<file path="src/design/bdsl_pkg.sv">
`timescale 1ns / 1ps

package bdsl_pkg;

    // Latched press event codes
    typedef enum logic [1:0]
    {
        EV_NONE  = 2'd0,
        EV_SHORT = 2'd1,
        EV_LONG  = 2'd2
    } press_event_t;

    // Configuration register indexes
    localparam logic [7:0] REG_DEBOUNCE_TICKS   = 8'd0;
    localparam logic [7:0] REG_LONG_PRESS_TICKS = 8'd1;

    localparam int DEBOUNCE_W = 10;
    localparam int LONG_W     = 16;

    localparam logic [DEBOUNCE_W-1:0] DEBOUNCE_RESET = 10'd50;
    localparam logic [LONG_W-1:0]     LONG_RESET     = 16'd1000;

    // Active-low pin: released level
    localparam logic LEVEL_RELEASED = 1'b1;
    localparam logic LEVEL_PRESSED  = 1'b0;

endpackage

</file>
<file path="src/design/button_debounce_short_long_press_core.sv">
`timescale 1ns / 1ps

// A tick request's result is registered and valid on the master side the next cycle.
// Throughput: one tick request per cycle; the single output register is refilled
// in the same cycle it is taken, so input stalls only while a result waits unread.
// Reset (rst_n low, asynchronous): level released, counters zero, press disarmed,
// no latched event, debounce_ticks 50, long_press_ticks 1000, no result pending.
module button_debounce_short_long_press_core
    import bdsl_pkg::*;
#(
    parameter int COUNTER_WIDTH = 16
)
(
    input  logic       clk,
    input  logic       rst_n,

    input  logic       s_axis_tvalid,
    output logic       s_axis_tready,
    input  logic [7:0] s_axis_tdata,   // [0] pin_level, [1] take_event, [7:2] zero

    output logic       m_axis_tvalid,
    input  logic       m_axis_tready,
    output logic [7:0] m_axis_tdata,   // [1:0] event_res, [2] stable_level, [7:3] zero

    input  logic       cfg_valid,
    output logic       cfg_ready,
    input  logic [7:0] cfg_index,
    input  logic [15:0] cfg_data
);

    localparam int CMP_W = (COUNTER_WIDTH > LONG_W) ? COUNTER_WIDTH : LONG_W;

    logic [DEBOUNCE_W-1:0]    debounce_ticks_reg;
    logic [LONG_W-1:0]        long_press_ticks_reg;

    logic                     previous_raw_reg,    previous_raw_next;
    logic                     debounced_level_reg, debounced_level_next;
    logic [COUNTER_WIDTH-1:0] since_change_reg,    since_change_next;
    logic [COUNTER_WIDTH-1:0] press_elapsed_reg,   press_elapsed_next;
    logic                     press_armed_reg,     press_armed_next;
    press_event_t             event_latch_reg,     event_latch_next;
    press_event_t             event_res;

    logic                     out_valid_reg;
    logic [7:0]               out_data_reg;

    logic                     in_accept;
    logic                     raw;
    logic                     take;

    assign cfg_ready     = 1'b1;
    assign s_axis_tready = !out_valid_reg || m_axis_tready;
    assign in_accept     = s_axis_tvalid && s_axis_tready;
    assign raw           = s_axis_tdata[0];
    assign take          = s_axis_tdata[1];

    assign m_axis_tvalid = out_valid_reg;
    assign m_axis_tdata  = out_data_reg;

    always_comb
    begin
        previous_raw_next    = raw;
        debounced_level_next = debounced_level_reg;
        press_armed_next     = press_armed_reg;
        event_latch_next     = event_latch_reg;

        // Advance the press timer while armed, saturating
        press_elapsed_next = press_elapsed_reg;
        if (press_armed_reg && !(&press_elapsed_reg))
        begin
            press_elapsed_next = press_elapsed_reg + COUNTER_WIDTH'(1);
        end

        if (raw != previous_raw_reg)
        begin
            since_change_next = '0;
        end
        else if (&since_change_reg)
        begin
            since_change_next = since_change_reg;
        end
        else
        begin
            since_change_next = since_change_reg + COUNTER_WIDTH'(1);
        end

        if (CMP_W'(since_change_next) > CMP_W'(debounce_ticks_reg))
        begin
            if (raw != debounced_level_reg)
            begin
                debounced_level_next = raw;
                if (raw == LEVEL_PRESSED)
                begin
                    press_armed_next   = 1'b1;
                    press_elapsed_next = '0;
                end
                else
                begin
                    if (press_armed_reg)
                    begin
                        event_latch_next = EV_SHORT;
                    end
                    press_armed_next = 1'b0;
                end
            end
            else if (debounced_level_reg == LEVEL_PRESSED && press_armed_reg &&
                     CMP_W'(press_elapsed_next) >= CMP_W'(long_press_ticks_reg))
            begin
                event_latch_next = EV_LONG;
                press_armed_next = 1'b0;
            end
        end

        // Report before consume
        event_res = event_latch_next;
        if (take)
        begin
            event_latch_next = EV_NONE;
        end
    end

    always_ff @(posedge clk or negedge rst_n)
    begin
        if (!rst_n)
        begin
            debounce_ticks_reg   <= DEBOUNCE_RESET;
            long_press_ticks_reg <= LONG_RESET;
        end
        else if (cfg_valid && cfg_ready)
        begin
            unique case (cfg_index)
                REG_DEBOUNCE_TICKS:   debounce_ticks_reg   <= cfg_data[DEBOUNCE_W-1:0];
                REG_LONG_PRESS_TICKS: long_press_ticks_reg <= cfg_data[LONG_W-1:0];
                default:              ;
            endcase
        end
    end

    always_ff @(posedge clk or negedge rst_n)
    begin
        if (!rst_n)
        begin
            previous_raw_reg    <= LEVEL_RELEASED;
            debounced_level_reg <= LEVEL_RELEASED;
            since_change_reg    <= '0;
            press_elapsed_reg   <= '0;
            press_armed_reg     <= 1'b0;
            event_latch_reg     <= EV_NONE;
        end
        else if (in_accept)
        begin
            previous_raw_reg    <= previous_raw_next;
            debounced_level_reg <= debounced_level_next;
            since_change_reg    <= since_change_next;
            press_elapsed_reg   <= press_elapsed_next;
            press_armed_reg     <= press_armed_next;
            event_latch_reg     <= event_latch_next;
        end
    end

    always_ff @(posedge clk or negedge rst_n)
    begin
        if (!rst_n)
        begin
            out_valid_reg <= 1'b0;
        end
        else if (in_accept)
        begin
            out_valid_reg <= 1'b1;
        end
        else if (m_axis_tready)
        begin
            out_valid_reg <= 1'b0;
        end
    end

    always_ff @(posedge clk)
    begin
        if (in_accept)
        begin
            out_data_reg <= {5'd0, debounced_level_next, event_res};
        end
    end

endmodule
</file>
<file path="config.mk">
export PLATFORM = sky130hd
export DESIGN_NAME = button_debounce_short_long_press_core
export DESIGN_NICKNAME = d
export VERILOG_FILES = /design/src/design/bdsl_pkg.sv /design/src/design/button_debounce_short_long_press_core.sv
export SDC_FILE = /design/constraint.sdc
export NUM_CORES = 1
export LEC_CHECK = 0
export BUFFER_PORTS_ARGS = -buffer_cell sky130_fd_sc_hd__buf_2
export CAP_MARGIN = 40
export CELL_PAD_IN_SITES_DETAIL_PLACEMENT = 0
export CELL_PAD_IN_SITES_GLOBAL_PLACEMENT = 2
export CORE_UTILIZATION = 33
export DETAILED_ROUTE_END_ITERATION = 8
export MAX_ROUTING_LAYER = met4
export PLACE_DENSITY = 0.8
export RECOVER_POWER = 25
export SYNTH_ARGS = -nofsm -noshare
export SYNTH_HDL_FRONTEND = slang
export SYNTH_SLANG_ARGS = --single-unit
</file>
<file path="constraint.sdc">
create_clock -name clk -period 2.97 [get_ports clk]
set_input_delay 0.594 -clock clk [delete_from_list [all_inputs] [get_ports clk]]
set_output_delay 0.594 -clock clk [all_outputs]
set_load 0.005 [all_outputs]
</file>
==> impl_metrics.ini, run 1 <==
[status]
outcome = finished with violations
violations = capacitance limit, slew limit, setup timing

[layout]
layout-drive-gt1-share_pct = 40.8
final_common_cell = buf_4
final_nets = 652
num_antenna_cells = 0
final_cell_mix = buf_4 (92), dfrtp_1 (52), nand2_1 (51)
utilization_pct = 47.8
area_growth_syn_to_layout_pct = 41.8
fill_cells = 1184

[grt]
antenna_found_initial = 0
grt_usage_pct = 18.1
grt_first_pass_wirelength_um = 18200
grt-ovfl-total = 0
grt_max_degree = 40
grt_pass1_vias = 3822

[logic_synthesis]
netlist_area_um2 = 4230
syn_avg_cell_area_um2 = 9.26
ys_seq_area_share_pct = 40.3
async_flop_share_pct = 95.5
ys_warn_count = 0
synth_edf_count = 3
ys.flop_type = dfrtp_1
yosysUniqueCellTypes = 58
yosys_register_bits = 67
syn_inst = 457

[clock_network]
clk_pin_slew_ns = 0.06
ctsHoldBuffers = 0
clock-sinks = 67
clock_path_buffers = 2
h-tree-depth = 3
cts_buffers = 9
cts_root_buf = clkbuf_16
clock_latency_ns = 0.34
cts_tree = yes

[sta]
setup_violations = 20
period_share_pct = 108
relSlewSlack_pct = -23.1
skew_ns = 0.00385
whs_ns = 0.468
grt_setup_unrepaired = true
fmax_mhz = 313
worstMarginPinSlew_ns = 1.85
fin_ws_ns = -0.227
hold_viol = 0
fin_setup_tns_ns = -2.15
slew_violations = 32
fin_crit_ns = 3.20

[routing]
drt-wirelength-per-cell_um = 14.2
via_per_inst = 4.94
vias = 3766
drt-pass1-iter-count = 4
ant_nets = 0
totalWireLength_um = 10900
drc = 0
drt_first_iter_violations = 141

[place]
dp_hpwl_um = 7780
gp_congestion = 0.829
port_buffers = 35

[floorplanning]
io_pins = 48
core_um2 = 12600
die_w_um = 115
start_util_pct = 33.7
num_rows = 41
fp.dieH_um = 115
die_area_um2 = 13300

[pwr]
cellPowerDensity_nw_per_um2 = 477
ir_drop_v = 0.000338
power.total_mw = 2.86
p_leak_nw = 2.78

[worst_setup_path]
crit_fanout = 3
required_ns = 3.24
crit_type = flop to flop
startpoint_type = flop
crit_path_end_kind = flop
critPathArrivalTime_ns = 3.47

[worst_hold_path]
hold_path.class = input pin to flop

[flow_run]
cap_violations = 1
-- cells by family (layout without fill, tap and decap cells) --
family | Yosys count | after routing | share of synthesized area, %
AND/OR/NAND/NOR | 156 | 156 | 19.2
AO/OA/AOI/OAI | 107 | 107 | 16.0
flip-flops | 67 | 67 | 40.3
buffers and inverters | 51 | 181 | 5.29
adder cells (fa/ha/maj) | 29 | 29 | 8.57
XOR/XNOR | 24 | 24 | 4.96
multiplexers | 21 | 21 | 5.56
other | 2 | 6 | 0.177
-- per-stage QoR --
step	cells	area [um2]	setup slack (ns)
global route	763	6000	-0.376
finish	763	6000	-0.227
detailed placement	732	5240	-0.460
CTS	756	5750	-0.211
floorplan	461	4320	-0.144
global placement	731	5220	-0.316
-- layout make-up --
class                   instances  area, um2  share of cell area [%]
repair buffers                135        957                    15.9
multi-input cells             343       2690                    44.8
clock buffers                  10        250                    4.17
inverters                      30        113                    1.88
clock inverters                 6       71.3                    1.19
well taps                     172        215                    3.59
flip-flops and latches         67       1710                    28.4
-- per-layer routing --
layer | vias up | share of wire [%] | global-route usage (%)
met2 | 63 | 48 | 29.4
li1 | 1881 | - | -
met3 | 9 | 2.9 | 3.48
met4 | 0 | 1.1 | 5.19
met1 | 1813 | 48 | 23.0
met5 | - | 0 | -
-- critical path, cell delays in order, from the launching register on --
cell and delay [ns]:
dfrtp_1 0.38, ha_2 0.20, buf_6 0.10, nand4_1 0.18, nor3_4 0.30, buf_6 0.14, nand3_4 0.10, xnor2_4 0.16
ha_4 0.26, o21a_1 0.13, o21ai_2 0.07, a2111oi_4 0.39, nand3_2 0.16, or4_1 0.48, nand3_1 0.07
-- synth_stat cells, types with 3 or more instances --
cell / instances / area (um2)
a2111oi_0: 4 / 35.0
a211oi_1: 3 / 22.5
a21o_1: 4 / 30.0
a21oi_1: 16 / 80.1
a22o_1: 5 / 43.8
a31oi_1: 6 / 37.5
and3_1: 7 / 43.8
and4_1: 4 / 35.0
buf_4: 8 / 60.1
clkbuf_1: 10 / 37.5
dfrtp_1: 53 / 1330
dfstp_2: 11 / 289
edfxtp_1: 3 / 90.1
ha_1: 29 / 363
inv_1: 30 / 113
mux2_2: 19 / 214
nand2_1: 53 / 199
nand2b_1: 3 / 18.8
nand3_1: 19 / 95.1
nand4_1: 4 / 25.0
nor2_1: 33 / 124
nor2b_1: 4 / 25.0
nor3_1: 7 / 35.0
nor4b_1: 3 / 26.3
o21a_1: 3 / 22.5
o21ai_0: 41 / 205
o31ai_1: 8 / 60.1
or4_1: 3 / 22.5
xnor2_1: 12 / 105
xor2_1: 12 / 105
-- power by group --
part	total [mW]	internal, mW	switching, mW
Combinational	0.643	0.308	0.335
Sequential	1.08	1.02	0.0607
Clock	1.14	0.707	0.436
-- timing repair --
item | 4_1_cts | 5_1_grt
setup buffers | 10 | 8
endpoints found under the hold margin | 0 | 0
pin swaps | 25 | 28
resized for setup | 31 | 45
endpoints found under the setup margin | 23 | 23
-- path summary, 6_finish.rpt --
path | startpoint | to | slack, ns | depth (start not counted)
min reg2reg | long_press_ticks_reg[10]$_DFFE_PN0P_ | long_press_ticks_reg[10]$_DFFE_PN0P_ | 0.51 | 1
max in group asynchronous | rst_n | press_elapsed_reg[6]$_DFFE_PN0P_ | 1.05 | 2
max | press_elapsed_reg[0]$_DFFE_PN0P_ | event_latch_reg[1]$_DFFE_PN0P_ | -0.23 | 14
max reg2reg | press_elapsed_reg[0]$_DFFE_PN0P_ | event_latch_reg[1]$_DFFE_PN0P_ | -0.23 | 14
min in group asynchronous | rst_n | long_press_ticks_reg[10]$_DFFE_PN0P_ | 0.85 | 2
min | s_axis_tvalid | m_axis_tvalid$_DFFE_PN0P_ | 0.47 | 2
No activity file was read; power rests on OpenSTA's default activity.
==> run 2: changes to the inputs <==
--- a/config.mk
+++ b/config.mk
@@ -14,6 +14,7 @@
 export MAX_ROUTING_LAYER = met4
 export PLACE_DENSITY = 0.8
 export RECOVER_POWER = 25
+export SETUP_SLACK_MARGIN = 0.05
 export SYNTH_ARGS = -nofsm -noshare
 export SYNTH_HDL_FRONTEND = slang
 export SYNTH_SLANG_ARGS = --single-unit
==> run 2 against run 1 <==
Compared with the run above: worst hold slack got worse by 0.0054 ns; clock-buffer cell count decreased by 1; global-route usage up 0.50 points; critical endpoint unchanged; largest power group unchanged; sequential power hardly changed; clock power up 25%; core utilization is 1.4 points higher; final cell count grew 1.3%; first-iteration DRC count decreased by 2.1%; the run ends with setup timing left; die area stayed put.
==> impl_metrics.ini, run 2 (synthesis results as in run 1) <==
[sta]
period_share_pct = 110
fmax_mhz = 307
grt_setup_unrepaired = true
relSlewSlack_pct = 7.04
fin_crit_ns = 3.25
skew_ns = 0.00580
hold_viol = 0
fin_ws_ns = -0.284
slew_violations = 0
worstMarginPinSlew_ns = 1.39
setup_violations = 24

[grt]
busiest_layer = met2
grtUsageMet3_pct = 4.11
grt_max_degree = 43
antenna_found_initial = 0
grt_pass1_vias = 3850
grt_usage_pct = 18.6
grt_first_pass_wirelength_um = 18200
grt_util_met2_pct = 30.0
grt-ovfl-total = 0
grt_use_met1_pct = 22.9

[clock_network]
cts_root_buf = clkbuf_16
h-tree-depth = 3
cts_tree = yes
clock_path_buffers = 2
cts_buffers = 9
clock_latency_ns = 0.34
clock-sinks = 67
clk_pin_slew_ns = 0.06
ctsHoldBuffers = 0

[routing]
totalWireLength_um = 11000
drt_first_iter_violations = 138
drc = 0
via_per_inst = 5.02
drt-pass1-iter-count = 4
drt-wirelength-per-cell_um = 14.3
ant_nets = 0
vias = 3877

[layout]
final_common_cell = buf_4
final_cell_mix = buf_4 (102), dfrtp_1 (53), nand2_1 (50)
area_growth_syn_to_layout_pct = 45.9
final_nets = 662
layout-drive-gt1-share_pct = 43.8
num_antenna_cells = 0
utilization_pct = 49.1
fill_cells = 1200

[pwr]
ir_drop_v = 0.000376
power.total_mw = 3.13
cellPowerDensity_nw_per_um2 = 506
p_leak_nw = 2.83

[floorplanning]
die_w_um = 115
start_util_pct = 33.7
io_pins = 48
die_area_um2 = 13300
num_rows = 41
core_um2 = 12600
fp.dieH_um = 115

[status]
outcome = finished with violations
violations = setup timing

[place]
gp_congestion = 0.815
port_buffers = 35
dp_hpwl_um = 7790

[worst_setup_path]
crit_fanout = 7
slowest_delay_ns = 0.50
startpoint_type = flop
crit_type = flop to flop
critPathArrivalTime_ns = 3.53
critPathTopFamily = simple AND/OR/NAND/NOR gates
path_buf_inv = 1
crit_path_top_delay_cell = or4_1
required_ns = 3.25
crit_path_end_kind = flop
crit_chain = ha_4, nand2_4, nor3_4, a21oi_4, and3_4, xnor2_2, nor2_1, ha_1, nand4_1, a21o_1, a31oi_4, nor3_2, buf_4, or4_1, nand3_1

[worst_hold_path]
hold_path.class = input pin to flop

[flow_run]
cap_violations = 0
[run 2: path summary, 6_finish.rpt]
kind,depth (start not counted),start,slack (ns),end
worst max-delay path,15,since_change_reg[0]$_DFFE_PN0P_,-0.28,event_latch_reg[1]$_DFFE_PN0P_
worst min-delay path,2,s_axis_tvalid,0.46,m_axis_tvalid$_DFFE_PN0P_
worst max register to register,15,since_change_reg[0]$_DFFE_PN0P_,-0.28,event_latch_reg[1]$_DFFE_PN0P_
worst min register to register,1,long_press_ticks_reg[11]$_DFFE_PN0P_,0.50,long_press_ticks_reg[11]$_DFFE_PN0P_
max in group asynchronous,2,rst_n,0.69,debounce_ticks_reg[9]$_DFFE_PN0P_
min in group asynchronous,1,rst_n,0.56,long_press_ticks_reg[10]$_DFFE_PN0P_
[run 2: metrics by stage]
stage / hold slack, ns / worst slack, ns / std cells / setup TNS, ns / instance area, um2
3_5_place_dp: 0.494 / -0.419 / 731 / -6.95 / 5240
3_3_place_gp: 0.488 / -0.334 / 731 / -5.37 / 5240
6_report: 0.462 / -0.284 / 773 / -4.26 / 6180
5_1_grt: 0.458 / -0.437 / 773 / -7.87 / 6180
2_1_floorplan: 0.298 / -0.144 / 461 / -0.279 / 4320
4_1_cts: 0.273 / -0.251 / 769 / -3.58 / 5950
[run 2: what timing repair did]
| action | in CTS | in global routing |
|---|---|---|
| resized for setup | 46 | 40 |
| setup endpoints to repair | 23 | 24 |
| setup buffers | 23 | 4 |
| pin swaps | 28 | 27 |
[run 2: cell type report]
class / count / area [um2] / share of cell area [%]
clock inverters: 7 / 164 / 2.65
multi-input cells: 343 / 2730 / 44.2
flip-flops and latches: 67 / 1710 / 27.6
inverters: 30 / 113 / 1.82
clock buffers: 9 / 225 / 3.65
well taps: 172 / 215 / 3.48
repair buffers: 145 / 1020 / 16.6
[run 2: report_power, final]
part	switching, mW	internal, mW	total (mW)	leakage (nW)
Sequential	0.0593	1.02	1.08	0.827
Clock	0.430	0.990	1.42	0.190
Combinational	0.328	0.303	0.630	1.82
Total	0.817	2.31	3.13	2.83
[run 2: metal layers]
| layer | up-vias | routed length (um) |
|---|---|---|
| met4 | 0 | 157 |
| met5 | - | 0 |
| met3 | 9 | 405 |
| met1 | 1884 | 5100 |
| met2 | 77 | 5390 |
| li1 | 1907 | - |
==> run 3: changes to the inputs <==
==> constraint.sdc (replaced) <==
create_clock -name clk -period 2.97 [get_ports clk]
set_input_delay 0.4455 -clock clk [delete_from_list [all_inputs] [get_ports clk]]
set_output_delay 0.4455 -clock clk [all_outputs]
set_load 0.005 [all_outputs]
==> run 3 against run 2 <==
Compared with the run above: the flow finishes with violations (capacitance limit, slew limit, setup timing); sequential power is essentially flat; global-route usage shrank 0.091 points; wire length shrank 3.0%; first-iteration DRC count grew 7.2%; core utilization shrank 0.72 points; critical path depth grew 1; non-clock buffer count shrank 12; critical path type unchanged.
==> impl_metrics.ini, run 3 (synthesis results as in run 1) <==
[worst_setup_path]
crit_path_top_delay_cell = dfrtp_1
crit_type = flop to flop
slowest_delay_ns = 0.40
required_ns = 3.26
crit_path_end_kind = flop
critPathArrivalTime_ns = 3.47
startpoint_type = flop
crit_chain = ha_4, nand2_4, nor3_4, buf_4, buf_4, nand3_1, a21oi_2, ha_1, nor2b_1, o211ai_1, a21o_1, a31oi_4, o31a_1, buf_6, nor4b_4, a21o_1
crit_fanout = 6

[place]
port_buffers = 35
gp_congestion = 0.783
dp_hpwl_um = 7910
place_area_um2 = 5290
post-place-ws_ns = -0.350
dp_cells = 737

[clock_network]
cts_buffers = 9
clock-sinks = 67
h-tree-depth = 3
cts_root_buf = clkbuf_16
cts_tree = yes
ctsHoldBuffers = 0
clk_pin_slew_ns = 0.06
clock_path_buffers = 2
clock_latency_ns = 0.34

[grt]
grt_max_degree = 34
grt_first_pass_wirelength_um = 18300
grt_pass1_vias = 3837
grt_usage_pct = 18.5
antenna_found_initial = 0
grt-ovfl-total = 0

[layout]
area_growth_syn_to_layout_pct = 43.8
num_antenna_cells = 0
final_common_cell = buf_4
layout-drive-gt1-share_pct = 43.1
final_area_um2 = 6090
final_cell_mix = buf_4 (89), dfrtp_1 (53), nand2_1 (51)
final_nets = 650
instances_no_fill = 761

[floorplanning]
fp.dieH_um = 115
die_w_um = 115
io_pins = 48
num_rows = 41
die_area_um2 = 13300
core_um2 = 12600
start_util_pct = 33.7

[routing]
drt_first_iter_violations = 148
drt-wirelength-per-cell_um = 14.1
drc = 0
vias = 3769
via_per_inst = 4.95
ant_nets = 0
drt-pass1-iter-count = 4
totalWireLength_um = 10700

[pwr]
cellPowerDensity_nw_per_um2 = 484
ir_drop_v = 0.000376
p_leak_nw = 2.78
power.total_mw = 2.95

[sta]
grt_setup_unrepaired = true
setup_violations = 21
whs_ns = 0.316
relSlewSlack_pct = -24.3
slew_violations = 32
fmax_mhz = 314
hold_viol = 0
skew_ns = 0.00781
period_share_pct = 107
worstMarginPinSlew_ns = 1.86
fin_ws_ns = -0.218
fin_crit_ns = 3.19

[flow_run]
cap_violations = 1

[worst_hold_path]
hold_path.class = input pin to flop

[status]
outcome = finished with violations
violations = capacitance limit, slew limit, setup timing
## run 3: layer usage
metal / global-route usage [%] / routed length (um)
met3: 3.48 / 341
met2: 30.1 / 5120
met1: 23.0 / 5080
met4: 6.49 / 170
met5: - / 0
## run 3: where the power goes
part           total [mW]  leakage, nW  internal, mW  switching [mW]
Clock                1.24        0.165         0.818           0.422
Sequential           1.08        0.827          1.02          0.0601
Combinational       0.631         1.78         0.300           0.331
## run 3: what timing repair did
item | CTS | global route
endpoints found under the setup margin | 23 | 23
resized for setup | 62 | 30
setup buffers | 5 | 4
pin swaps | 33 | 11
## run 3: area by class of cell
type	instances	area, um2
multi-input combinational	343	2750
timing repair buffer	133	965
clock buffer	9	225
clock inverter	7	116
sequential	67	1710
inverter	30	113
fill	1177	6480
tap	172	215
## run 3: path summary, 6_finish.rpt
| path | slack, ns | endpoint | from | cells past startpoint |
|---|---|---|---|---|
| min | 0.32 | m_axis_tvalid$_DFFE_PN0P_ | s_axis_tvalid | 2 |
| min reg2reg | 0.51 | long_press_ticks_reg[1]$_DFFE_PN0P_ | long_press_ticks_reg[1]$_DFFE_PN0P_ | 1 |
| max reg2reg | -0.22 | press_elapsed_reg[15]$_DFFE_PN0P_ | since_change_reg[1]$_DFFE_PN0P_ | 16 |
| max in group asynchronous | 1.29 | debounce_ticks_reg[9]$_DFFE_PN0P_ | rst_n | 1 |
| max | -0.22 | press_elapsed_reg[15]$_DFFE_PN0P_ | since_change_reg[1]$_DFFE_PN0P_ | 16 |
| min in group asynchronous | 0.61 | long_press_ticks_reg[10]$_DFFE_PN0P_ | rst_n | 1 |
## run 3: metrics by stage
stage          utilization (%)  TNS, ns
6_report                  48.4    -2.30
5_1_grt                   48.4    -6.74
4_1_cts                   47.0    -2.98
3_5_place_dp              42.1    -5.40
3_3_place_gp              42.1    -4.43
2_1_floorplan                -   -0.279
## run 3: worst max-delay path, delay by kind of cell, from the launching register on
kind / cells / cell delay (ns)
compound gates: 6 / 1.07
fa+ha+maj: 2 / 0.43
buf+inv: 3 / 0.43
flops: 1 / 0.40
simple gates: 5 / 0.81
